`config.mk`:
```
export PLATFORM = sky130hd
export DESIGN_NAME = audio_gain_and_mono_downmix_top_flat
export DESIGN_NICKNAME = d
export VERILOG_FILES = /design/src/sv/agm_pkg.sv /design/src/sv/agm_if.sv /design/src/sv/agm_div.sv /design/src/sv/audio_gain_and_mono_downmix_top.sv /design/src/flat_wrapper.sv
export VERILOG_INCLUDE_DIRS = /design/src /design/src/sv
export SDC_FILE = /design/constraint.sdc
export NUM_CORES = 1
export LEC_CHECK = 0
export BUFFER_PORTS_ARGS = -buffer_cell sky130_fd_sc_hd__clkbuf_2
export CORE_UTILIZATION = 48
export DETAILED_ROUTE_END_ITERATION = 8
export PLACE_DENSITY_LB_ADDON = 0.15
export SYNTH_ARGS = -nofsm -noshare
export SYNTH_HDL_FRONTEND = slang
export SYNTH_SLANG_ARGS = --single-unit
```
`constraint.sdc`:
```
create_clock -name clk -period 22.6 [get_ports clk]
set_clock_uncertainty 0.2 [all_clocks]
set_input_delay 1.13 -clock clk [delete_from_list [all_inputs] [get_ports clk]]
set_output_delay 1.13 -clock clk [all_outputs]
set_load 0.02 [all_outputs]
```
`src/sv/assert_macros.svh`:
```
// Assertion macros shared by the audio gain and downmix RTL.
// No dependencies; each file that asserts includes this header.
`ifndef ASSERT_MACROS_SVH
`define ASSERT_MACROS_SVH

// Check a condition at every clock edge outside reset.
`define AGM_ASSERT(lbl, cond, msg) \
	lbl: assert property (@(posedge clk) disable iff (!arst_n) (cond)) else $error(msg);

// Check that an antecedent implies a consequent in the same cycle.
`define AGM_ASSERT_IMP(lbl, ante, cons, msg) \
	lbl: assert property (@(posedge clk) disable iff (!arst_n) (ante) |-> (cons)) else $error(msg);

// Check that an antecedent implies a consequent in the next cycle.
`define AGM_ASSERT_NXT(lbl, ante, cons, msg) \
	lbl: assert property (@(posedge clk) disable iff (!arst_n) (ante) |=> (cons)) else $error(msg);

`endif

```
`src/sv/agm_pkg.sv`:
```
// Shared types, constants and sample helpers for the audio gain and downmix block.
// No dependencies; used by the divider and the top level.
package agm_pkg;

	// Datapath widths
	localparam int DIV_W = 40;   // dividend and quotient of the shared divider
	localparam int DVS_W = 8;    // divisor width (100 or a channel count)
	localparam int KS_W  = 33;   // signed sample value
	localparam int QS_W  = 36;   // signed scaled value before clamping
	localparam int CFG_DATA_W = 8;
	localparam int CFG_IDX_W  = 3;

	// Sample format codes
	localparam logic [2:0] FMT_U8  = 3'd0;
	localparam logic [2:0] FMT_S8  = 3'd1;
	localparam logic [2:0] FMT_U16 = 3'd2;
	localparam logic [2:0] FMT_S16 = 3'd3;
	localparam logic [2:0] FMT_U32 = 3'd4;
	localparam logic [2:0] FMT_S32 = 3'd5;

	// Register indexes
	localparam logic [CFG_IDX_W-1:0] REG_GAIN  = 3'd0;
	localparam logic [CFG_IDX_W-1:0] REG_SCALE = 3'd1;
	localparam logic [CFG_IDX_W-1:0] REG_MONO  = 3'd2;
	localparam logic [CFG_IDX_W-1:0] REG_FMT   = 3'd3;
	localparam logic [CFG_IDX_W-1:0] REG_CHAN  = 3'd4;
	localparam logic [CFG_IDX_W-1:0] REG_SWAP  = 3'd5;

	// Gain and reset constants
	localparam logic [7:0] GAIN_UNITY  = 8'd100;
	localparam logic [7:0] GAIN_MAX    = 8'd200;
	localparam logic [DVS_W-1:0] DVS_HUNDRED = 8'd100;
	localparam logic [3:0] CHAN_RESET  = 4'd2;

	typedef enum logic [3:0] {
		ST_IDLE,
		ST_CTR,
		ST_MUL,
		ST_GAIN_DIV,
		ST_GAIN_FIX,
		ST_MIX,
		ST_AVG_START,
		ST_AVG_DIV,
		ST_EMIT
	} agm_state_t;

	typedef struct packed {
		logic             start;
		logic [DIV_W-1:0] dividend;
		logic [DVS_W-1:0] divisor;
	} div_req_t;

	typedef struct packed {
		logic             busy;
		logic             done;
		logic [DIV_W-1:0] quotient;
	} div_rsp_t;

	// Keep only the bits of the format width
	function automatic logic [31:0] mask_sample(logic [31:0] v, logic [2:0] fmt);
		case (fmt)
			FMT_U8, FMT_S8:   mask_sample = {24'b0, v[7:0]};
			FMT_U16, FMT_S16: mask_sample = {16'b0, v[15:0]};
			default:          mask_sample = v;
		endcase
	endfunction

	// Reverse byte order of a masked sample
	function automatic logic [31:0] swap_sample(logic [31:0] v, logic [2:0] fmt);
		case (fmt)
			FMT_U16, FMT_S16: swap_sample = {16'b0, v[7:0], v[15:8]};
			FMT_U32, FMT_S32: swap_sample = {v[7:0], v[15:8], v[23:16], v[31:24]};
			default:          swap_sample = v;
		endcase
	endfunction

	// Interpret masked bits as a signed value
	function automatic logic signed [KS_W-1:0] decode_sample(logic [31:0] v, logic [2:0] fmt);
		case (fmt)
			FMT_S8:  decode_sample = {{25{v[7]}}, v[7:0]};
			FMT_S16: decode_sample = {{17{v[15]}}, v[15:0]};
			FMT_S32: decode_sample = {v[31], v};
			default: decode_sample = {1'b0, v};
		endcase
	endfunction

	// Center offset of unsigned formats; zero for signed ones
	function automatic logic [31:0] half_of(logic [2:0] fmt);
		case (fmt)
			FMT_U8:  half_of = 32'd127;
			FMT_U16: half_of = 32'd32767;
			FMT_U32: half_of = 32'h7fff_ffff;
			default: half_of = 32'd0;
		endcase
	endfunction

	function automatic logic signed [QS_W-1:0] clamp_lo(logic [2:0] fmt);
		case (fmt)
			FMT_S8:  clamp_lo = -36'sd128;
			FMT_S16: clamp_lo = -36'sd32768;
			FMT_S32: clamp_lo = -36'sd2147483648;
			default: clamp_lo = 36'sd0;
		endcase
	endfunction

	function automatic logic signed [QS_W-1:0] clamp_hi(logic [2:0] fmt);
		case (fmt)
			FMT_U8:  clamp_hi = 36'sd255;
			FMT_S8:  clamp_hi = 36'sd127;
			FMT_U16: clamp_hi = 36'sd65535;
			FMT_S16: clamp_hi = 36'sd32767;
			FMT_U32: clamp_hi = 36'sd4294967295;
			default: clamp_hi = 36'sd2147483647;
		endcase
	endfunction

endpackage

```
`src/sv/agm_if.sv`:
```
// Valid/ready stream interfaces for sample items and result items.
// No dependencies.
interface agm_in_if;
	logic        valid;
	logic        ready;
	logic [31:0] sample_in;
	logic        last_of_buffer;

	modport source (output valid, sample_in, last_of_buffer, input ready);
	modport sink (input valid, sample_in, last_of_buffer, output ready);
endinterface

interface agm_out_if;
	logic        valid;
	logic        ready;
	logic [31:0] sample_out;
	logic        run_last;

	modport source (output valid, sample_out, run_last, input ready);
	modport sink (input valid, sample_out, run_last, output ready);
endinterface

```
`src/sv/agm_div.sv`:
```
// Shared restoring divider, one quotient bit per cycle.
// Depends on agm_pkg and assert_macros.svh.
`include "assert_macros.svh"

module agm_div (
	input  logic              clk,
	input  logic              arst_n,
	input  agm_pkg::div_req_t req,
	output agm_pkg::div_rsp_t rsp
);
	import agm_pkg::*;

	localparam int CNT_W = $clog2(DIV_W + 1);

	logic [DIV_W-1:0] quo_q;
	logic [DVS_W-1:0] rem_q;
	logic [DVS_W-1:0] dvs_q;
	logic [CNT_W-1:0] cnt_q;
	logic             done_q;
	logic [DVS_W:0]   shifted;
	logic [DVS_W:0]   diff;
	logic             ge;

	// Trial subtract of the divisor from the partial remainder
	assign shifted = {rem_q, quo_q[DIV_W-1]};
	assign diff    = shifted - {1'b0, dvs_q};
	assign ge      = !diff[DVS_W];

	// Control: iteration count and completion pulse
	always_ff @(posedge clk or negedge arst_n) begin
		if (!arst_n) begin
			cnt_q  <= '0;
			done_q <= 1'b0;
		end else begin
			done_q <= 1'b0;
			if (req.start) begin
				cnt_q <= CNT_W'(DIV_W);
			end else if (cnt_q != '0) begin
				cnt_q <= cnt_q - 1'b1;
				if (cnt_q == CNT_W'(1)) begin
					done_q <= 1'b1;
				end
			end
		end
	end

	// Datapath: load operands, then shift in one quotient bit per cycle
	always_ff @(posedge clk) begin
		if (req.start) begin
			quo_q <= req.dividend;
			rem_q <= '0;
			dvs_q <= req.divisor;
		end else if (cnt_q != '0) begin
			quo_q <= {quo_q[DIV_W-2:0], ge};
			rem_q <= ge ? diff[DVS_W-1:0] : shifted[DVS_W-1:0];
		end
	end

	assign rsp.busy     = (cnt_q != '0);
	assign rsp.done     = done_q;
	assign rsp.quotient = quo_q;

	`AGM_ASSERT_IMP(a_div_start_idle, req.start, cnt_q == '0 && !done_q, "divider started while busy")
	`AGM_ASSERT_IMP(a_div_nonzero, req.start, req.divisor != '0, "divider started with zero divisor")
	`AGM_ASSERT_IMP(a_div_done_after_busy, done_q, $past(cnt_q) == CNT_W'(1), "divider done out of order")

endmodule

```
`src/sv/audio_gain_and_mono_downmix_top.sv`:
```
// Top level of the audio gain and mono downmix block: config registers, sequencer,
// gain multiply, frame accumulator and output register. Depends on agm_pkg, agm_if,
// agm_div and assert_macros.svh.
//
// Channel   Dir  Handshake     Payload
// samples   in   valid/ready   sample_in[31:0], last_of_buffer
// results   out  valid/ready   sample_out[31:0], run_last
// config    in   wr_en only    wr_index[2:0], wr_data[7:0]
//
// Pass-through items (bad format, or no gain and no mixing) go straight to the emit
// state. Gain adds a multiply and a divide by 100 on the shared divider before the
// clamp; a mixed item that does not complete a frame only adds to the running sum. A
// frame-completing mixed item adds a division by the channel count. samples.ready is
// high only in the idle state; a finished item waits in the emit state while the output
// register still repeats an earlier result. Reset is asynchronous, active low.
`include "assert_macros.svh"

module audio_gain_and_mono_downmix_top #(
	parameter int MAX_CHANNELS = 8
) (
	input  logic                               clk,
	input  logic                               arst_n,
	input  logic                               wr_en,
	input  logic [agm_pkg::CFG_IDX_W-1:0]      wr_index,
	input  logic [agm_pkg::CFG_DATA_W-1:0]     wr_data,
	agm_in_if.sink                             samples,
	agm_out_if.source                          results
);
	import agm_pkg::*;

	localparam int CH_W  = $clog2(MAX_CHANNELS + 1);
	localparam int SUM_W = KS_W + $clog2(MAX_CHANNELS);

	// Configuration registers
	logic [7:0] gain_q;
	logic       scale_q;
	logic       mono_q;
	logic [2:0] fmt_q;
	logic [3:0] chan_q;
	logic       swap_q;

	// Sequencer and datapath registers
	agm_state_t               state_q, state_d;
	logic signed [KS_W-1:0]   k_q;
	logic [31:0]              dmag_q;
	logic                     neg_q;
	logic signed [QS_W-1:0]   qs_q;
	logic                     last_q;
	logic                     bypass_q;
	logic [CH_W-1:0]          emit_n_q;
	logic signed [SUM_W-1:0]  frame_sum_q;
	logic [CH_W-1:0]          pos_q;
	logic [31:0]              out_data_q;
	logic [CH_W-1:0]          out_cnt_q;

	// Derived controls
	logic [7:0]              gain_eff;
	logic [CH_W-1:0]         ch;
	logic                    gain_on;
	logic                    mono;
	logic                    fmt_ok;
	logic                    in_acc;
	logic                    out_hs;
	logic [31:0]             masked;
	logic [31:0]             swapped;
	logic [31:0]             half;
	logic signed [KS_W:0]    centered;
	logic [DIV_W-1:0]        prod;
	logic signed [SUM_W-1:0] sum_next;
	logic signed [SUM_W-1:0] sum_mag;
	logic [CH_W-1:0]         pos_inc;
	logic                    mix_done;
	logic signed [QS_W-1:0]  gain_q_signed;
	logic signed [QS_W-1:0]  offset_val;
	logic signed [QS_W-1:0]  lo;
	logic signed [QS_W-1:0]  hi;
	logic signed [QS_W-1:0]  clamped;
	logic signed [KS_W-1:0]  avg;
	logic [31:0]             enc_masked;
	logic [31:0]             encoded;
	div_req_t                div_req;
	div_rsp_t                div_rsp;

	assign gain_eff = (gain_q > GAIN_MAX) ? GAIN_MAX : gain_q;
	assign ch       = (32'(chan_q) > MAX_CHANNELS) ? CH_W'(MAX_CHANNELS) : CH_W'(chan_q);
	assign gain_on  = scale_q && (gain_eff != GAIN_UNITY);
	assign mono     = mono_q && (ch > CH_W'(1));
	assign fmt_ok   = (fmt_q <= FMT_S32);
	assign in_acc   = samples.valid && samples.ready;
	assign out_hs   = results.valid && results.ready;

	// Decode the incoming raw sample
	assign masked  = mask_sample(samples.sample_in, fmt_q);
	assign swapped = swap_q ? swap_sample(masked, fmt_q) : masked;
	assign half    = half_of(fmt_q);

	// Re-center and scale
	assign centered = {k_q[KS_W-1], k_q} - $signed({2'b0, half});
	assign prod     = {8'b0, dmag_q} * {32'b0, gain_eff};

	// Apply the sign, offset back and clamp to the format range
	assign gain_q_signed = neg_q ? -$signed({1'b0, div_rsp.quotient[QS_W-2:0]})
	                             : $signed({1'b0, div_rsp.quotient[QS_W-2:0]});
	assign offset_val = qs_q + $signed({4'b0, half});
	assign lo = clamp_lo(fmt_q);
	assign hi = clamp_hi(fmt_q);
	assign clamped = (offset_val < lo) ? lo : (offset_val > hi) ? hi : offset_val;

	// Frame accumulation
	assign sum_next = frame_sum_q + SUM_W'(k_q);
	assign pos_inc  = pos_q + 1'b1;
	assign mix_done = (pos_inc >= ch);
	assign sum_mag  = frame_sum_q[SUM_W-1] ? -frame_sum_q : frame_sum_q;
	assign avg = neg_q ? -$signed({1'b0, div_rsp.quotient[KS_W-2:0]})
	                   : $signed({1'b0, div_rsp.quotient[KS_W-2:0]});

	// Encode the result back into the sample's format and byte order
	assign enc_masked = mask_sample(k_q[31:0], fmt_q);
	assign encoded    = bypass_q ? k_q[31:0]
	                             : (swap_q ? swap_sample(enc_masked, fmt_q) : enc_masked);

	agm_div u_div (
		.clk    (clk),
		.arst_n (arst_n),
		.req    (div_req),
		.rsp    (div_rsp)
	);

	// Write configuration registers
	always_ff @(posedge clk or negedge arst_n) begin
		if (!arst_n) begin
			gain_q  <= GAIN_UNITY;
			scale_q <= 1'b0;
			mono_q  <= 1'b0;
			fmt_q   <= FMT_S16;
			chan_q  <= CHAN_RESET;
			swap_q  <= 1'b0;
		end else if (wr_en) begin
			case (wr_index)
				REG_GAIN:  gain_q  <= wr_data;
				REG_SCALE: scale_q <= wr_data[0];
				REG_MONO:  mono_q  <= wr_data[0];
				REG_FMT:   fmt_q   <= wr_data[2:0];
				REG_CHAN:  chan_q  <= wr_data[3:0];
				REG_SWAP:  swap_q  <= wr_data[0];
				default: ;
			endcase
		end
	end

	// State register
	always_ff @(posedge clk or negedge arst_n) begin
		if (!arst_n) begin
			state_q <= ST_IDLE;
		end else begin
			state_q <= state_d;
		end
	end

	// Next state and divider requests
	always_comb begin
		state_d          = state_q;
		div_req.start    = 1'b0;
		div_req.dividend = prod;
		div_req.divisor  = DVS_HUNDRED;
		case (state_q)
			ST_IDLE: begin
				if (in_acc) begin
					if (!fmt_ok || (!gain_on && !mono)) begin
						state_d = ST_EMIT;
					end else if (gain_on) begin
						state_d = ST_CTR;
					end else begin
						state_d = ST_MIX;
					end
				end
			end
			ST_CTR: state_d = ST_MUL;
			ST_MUL: begin
				div_req.start = 1'b1;
				state_d       = ST_GAIN_DIV;
			end
			ST_GAIN_DIV: begin
				if (div_rsp.done) begin
					state_d = ST_GAIN_FIX;
				end
			end
			ST_GAIN_FIX: state_d = mono ? ST_MIX : ST_EMIT;
			ST_MIX: state_d = mix_done ? ST_AVG_START : ST_IDLE;
			ST_AVG_START: begin
				div_req.start    = 1'b1;
				div_req.dividend = DIV_W'($unsigned(sum_mag));
				div_req.divisor  = DVS_W'(ch);
				state_d          = ST_AVG_DIV;
			end
			ST_AVG_DIV: begin
				if (div_rsp.done) begin
					state_d = ST_EMIT;
				end
			end
			ST_EMIT: begin
				if (out_cnt_q == '0) begin
					state_d = ST_IDLE;
				end
			end
			default: state_d = ST_IDLE;
		endcase
	end

	// Frame state: position and running sum
	always_ff @(posedge clk or negedge arst_n) begin
		if (!arst_n) begin
			frame_sum_q <= '0;
			pos_q       <= '0;
		end else begin
			case (state_q)
				ST_IDLE: begin
					// Drop the frame when not mixing
					if (in_acc && (!fmt_ok || !mono)) begin
						frame_sum_q <= '0;
						pos_q       <= '0;
					end
				end
				ST_MIX: begin
					if (mix_done) begin
						frame_sum_q <= sum_next;
						pos_q       <= pos_inc;
					end else if (last_q) begin
						frame_sum_q <= '0;
						pos_q       <= '0;
					end else begin
						frame_sum_q <= sum_next;
						pos_q       <= pos_inc;
					end
				end
				ST_AVG_START: begin
					frame_sum_q <= '0;
					pos_q       <= '0;
				end
				default: ;
			endcase
		end
	end

	// Datapath registers
	always_ff @(posedge clk) begin
		case (state_q)
			ST_IDLE: begin
				if (in_acc) begin
					last_q   <= samples.last_of_buffer;
					emit_n_q <= CH_W'(1);
					if (!fmt_ok) begin
						k_q      <= {1'b0, samples.sample_in};
						bypass_q <= 1'b1;
					end else if (!gain_on && !mono) begin
						k_q      <= {1'b0, masked};
						bypass_q <= 1'b1;
					end else begin
						k_q      <= decode_sample(swapped, fmt_q);
						bypass_q <= 1'b0;
					end
				end
			end
			ST_CTR: begin
				neg_q  <= centered[KS_W];
				dmag_q <= centered[KS_W] ? 32'(-centered) : 32'(centered);
			end
			ST_GAIN_DIV: begin
				if (div_rsp.done) begin
					qs_q <= gain_q_signed;
				end
			end
			ST_GAIN_FIX: begin
				k_q <= clamped[KS_W-1:0];
			end
			ST_AVG_START: begin
				neg_q    <= frame_sum_q[SUM_W-1];
				emit_n_q <= ch;
			end
			ST_AVG_DIV: begin
				if (div_rsp.done) begin
					k_q <= avg;
				end
			end
			default: ;
		endcase
	end

	// Output register: hold one result; a downmix result is repeated per channel
	always_ff @(posedge clk or negedge arst_n) begin
		if (!arst_n) begin
			out_cnt_q <= '0;
		end else if (state_q == ST_EMIT && out_cnt_q == '0) begin
			out_cnt_q <= emit_n_q;
		end else if (out_hs) begin
			out_cnt_q <= out_cnt_q - 1'b1;
		end
	end

	always_ff @(posedge clk) begin
		if (state_q == ST_EMIT && out_cnt_q == '0) begin
			out_data_q <= encoded;
		end
	end

	assign samples.ready      = (state_q == ST_IDLE);
	assign results.valid      = (out_cnt_q != '0);
	assign results.sample_out = out_data_q;
	assign results.run_last   = (out_cnt_q == CH_W'(1));

	`AGM_ASSERT_NXT(a_busy_after_accept, in_acc, state_q != ST_IDLE, "sequencer idle after accept")
	`AGM_ASSERT(a_emit_bound, out_cnt_q <= CH_W'(MAX_CHANNELS), "result repeat count too large")
	`AGM_ASSERT_NXT(a_gain_fix, state_q == ST_GAIN_DIV && div_rsp.done,
		state_q == ST_GAIN_FIX, "gain division not followed by clamp")
	`AGM_ASSERT_IMP(a_div_owned, div_rsp.busy,
		state_q == ST_GAIN_DIV || state_q == ST_AVG_DIV, "divider busy outside a divide state")

endmodule
```
`src/flat_wrapper.sv`:
```
// flat-port wrapper written by rule: the top's interface ports become plain ports
module audio_gain_and_mono_downmix_top_flat import agm_pkg::*;
#(
	parameter int MAX_CHANNELS = 8
)
  (clk, arst_n, wr_en, wr_index, wr_data, samples_valid, samples_sample_in, samples_last_of_buffer, samples_ready, results_valid, results_sample_out, results_run_last, results_ready);
  agm_in_if samples_i ();
  agm_out_if results_i ();
  input  logic clk;
  input  logic arst_n;
  input  logic wr_en;
  input  logic [agm_pkg::CFG_IDX_W-1:0] wr_index;
  input  logic [agm_pkg::CFG_DATA_W-1:0] wr_data;
  input wire logic [$bits(samples_i.valid)-1:0] samples_valid;
  input wire logic [$bits(samples_i.sample_in)-1:0] samples_sample_in;
  input wire logic [$bits(samples_i.last_of_buffer)-1:0] samples_last_of_buffer;
  output wire logic [$bits(samples_i.ready)-1:0] samples_ready;
  output wire logic [$bits(results_i.valid)-1:0] results_valid;
  output wire logic [$bits(results_i.sample_out)-1:0] results_sample_out;
  output wire logic [$bits(results_i.run_last)-1:0] results_run_last;
  input wire logic [$bits(results_i.ready)-1:0] results_ready;
  assign samples_i.valid = samples_valid;
  assign samples_i.sample_in = samples_sample_in;
  assign samples_i.last_of_buffer = samples_last_of_buffer;
  assign samples_ready = samples_i.ready;
  assign results_valid = results_i.valid;
  assign results_sample_out = results_i.sample_out;
  assign results_run_last = results_i.run_last;
  assign results_i.ready = results_ready;
  audio_gain_and_mono_downmix_top #(.MAX_CHANNELS(MAX_CHANNELS)) u_core (.clk(clk), .arst_n(arst_n), .wr_en(wr_en), .wr_index(wr_index), .wr_data(wr_data), .samples(samples_i), .results(results_i));
endmodule
```
==> impl_metrics.toml <==
[layout]
ff_latch_area_um2 = 7550
n_fill_cell = 5436
drive_gt1_share_pct = 7.81
area_delta_synth_final_pct = 8.28
multi_input_area_um2 = 19800
final_nets = 3655

[synthesis]
ys_types = 93
synth_edf_count = 185
synth_area_per_cell_um2 = 9.01
synth_top_cells_by_count = "nand2_1 (284), inv_1 (266), ha_1 (209), edfxtp_1 (185), fa_1 (184)"
synthFlopType = "edfxtp_1"
synth_warnings = 0
synth_top_area_cell = "edfxtp_1"
ys_ff_latch = 266
yosysSeqAreaShare_pct = 26.2
async_reset_ff_share_pct = 27.4
synth_fp_nets = 3641
syn-cell-area_um2 = 28800
yosys-top-cells-area = "edfxtp_1 (19%), fa_1 (13%), ha_1 (9.1%)"
synth_top_area_share_pct = 19.3
synth.most_common_cell = "nand2_1"
netlist_instances = 3199

[critical_path]
crit_fanout = 29
cp.arrival_ps = 9210
rr_worst_depth = 23
critPathCaptureType = "flop"
worstSetupPathType = "flop to flop"
cp-start-kind = "flop"
required_ps = 22650

[job]
drv_cap = 0

[route]
ant_nets = 0
vias = 25400
drt_iter0_markers = 2371
drt_wl_total_um = 98000
wl_per_cell_um = 24.4
drt_first_pass_iters = 8
viasPerCell = 6.34
drc = 16

[placement]
portBuffers = 83
gp_congestion = 0.971
dp_hpwl_um = 76500

[run_status]
violations = "DRC"
outcome = "finished with violations"

[clock_tree]
holdBufCountCts = 0
numCtsBuffers = 34
cts_tree = "yes"
clk_latency_ps = 570
cts.htree.levels = 2
clkTransAtPathRegs_ps = 60
cts.repair_timing.setup_buffer_count = 0
cts_root_buffer = "clkbuf_16"
cts.sinks = 266
cts_buffer_depth = 3
post_cts_resized = 0

[timing]
max_freq_mhz = 109
final-max-slew-violation-count = 0
setup-violations-final = 0
period_needed_ps = 9150
min_period_over_period_pct = 40.5
slew_headroom_pct = 18.4
worstMarginPinSlew_ps = 1220
rsz0062_at_grt = "no"
finalSetupTns_ps = 0
hold_viol = 0

[die]
rows = 89
die_w_um = 247
die-area_um2 = 61000
dieHeight_um = 247
start_util_pct = 48.7
core_um2 = 59100
io_pins = 84

[grt]
grt_first_pass_wirelength_um = 150000
grt_max_degree = 74
grt_pass1_vias = 24300
grt_usage_pct = 32.4
antenna_found_initial = 0
gr-total-overflow = 0

[worst_hold_path]
whs_path_depth = 2
holdCritPathClass = "flop to flop"
[cell usage in the layout, fill, tap and decap left out, types with 18 or more instances in the layout]
master and n:
buf_4 35, xor2_1 74, a22oi_1 21, nor4_1 18, nor2b_1 22, o21bai_1 26
xnor2_1 150, o21ai_0 183, o211ai_1 25, nand4_1 25, and2_1 163, mux2_2 26
clkbuf_2 82, o31ai_1 43, clkbuf_16 34, nand2b_1 30, nand2_1 282, inv_1 266
and3_1 68, o22ai_1 25, a31oi_1 28, nor3_1 52, mux2i_1 24, edfxtp_1 185
ha_1 209, dfrtp_1 67, nor2_1 178, fa_1 184, or3_1 26, a21oi_1 177
nand3_1 57, o21a_1 28, a21o_1 58, a22o_1 54, a211oi_1 30
[kinds of logic after synthesis]
logic type	synth area share (%)
AO/OA/AOI/OAI	19.8
XOR/XNOR	6.81
adder cells (fa/ha/maj)	21.9
buffers and inverters	5.42
flip-flops	26.2
multiplexers	1.85
AND/OR/NAND/NOR	18.0
[flip-flops by register name, indices dropped and copies added, names as in the netlist, 5 cells and up]
register,count
u_core.u_div.rem_q,8
u_core.dmag_q,32
u_core.frame_sum_q,36
u_core.gain_q,8
u_core.qs_q,36
u_core.results.sample_out,32
u_core.u_div.dvs_q,5
u_core.u_div.quo_q,40
u_core.u_div.cnt_q,6
u_core.k_q,33
[area by class of cell]
type                            count  share of cell area, %
Tap cell                          773                   3.10
Inverter                          269                   3.25
Clock buffer                       38                   2.84
Sequential cell                   266                   24.2
Multi-Input combinational cell   2525                   63.4
Clock inverter                     24                   1.06
Timing Repair Buffer              117                   2.16
Antenna cell                        1                0.00802
[stage by stage]
step	utilization, %	hold WS [ps]	cell area, um^2	setup WS [ps]	std cells
floorplan	-	233	28800	14840	3199
global placement	50.7	259	30000	13920	3950
detailed placement	50.7	269	30000	13700	3950
CTS	52.7	278	31200	13650	4012
global route	52.7	312	31200	12800	4012
finish	52.8	277	31200	13450	4013
[worst paths after layout]
| path | startpoint | to | slack [ps] |
|---|---|---|---|
| setup / recovery | u_core.fmt_q[2]$_DFFE_PN0P_ | u_core.k_q[26]$_DFFE_PP_ | 13450 |
| hold / removal | u_core.u_div.rem_q[1]$_SDFFE_PN0P_ | u_core.u_div.rem_q[1]$_SDFFE_PN0P_ | 280 |
| setup reg to reg | u_core.fmt_q[2]$_DFFE_PN0P_ | u_core.k_q[26]$_DFFE_PP_ | 13450 |
| hold reg to reg | u_core.u_div.rem_q[1]$_SDFFE_PN0P_ | u_core.u_div.rem_q[1]$_SDFFE_PN0P_ | 280 |
| max in group asynchronous | arst_n | u_core.frame_sum_q[31]$_DFFE_PN0P_ | 20870 |
| min in group asynchronous | arst_n | u_core.state_q[2]$_DFFE_PN0P_ | 600 |
[metal layers]
metal / vias up / part of all wire [%] / GRT usage [%]
met4: 0 / 4.1 / 12.4
li1: 11500 / - / -
met5: - / 0 / 0
met1: 12600 / 44 / 46.2
met3: 212 / 8.0 / 5.10
met2: 1092 / 44 / 49.2
[critical path, stage by stage, from the launching register on]
cell,delay (ps)
dfrtp_1,350
clkinv_1,770
nand2_1,390
a21o_1,470
inv_1,310
ha_1,460
a21oi_1,170
o21ai_0,130
a2111oi_0,660
a21o_1,290
nand2b_1,90
maj3_1,410
mux2i_1,190
xor2_1,290
ha_1,190
nand3_1,70
or4_1,520
nor4_1,360
o2111ai_1,150
o21ai_0,320
a21oi_1,130
o41a_1,750
a31oi_1,1020
nand3_1,140
Power is not shown: default switching activity piles up to over one toggle a cycle in this logic, so the estimate is an artifact.
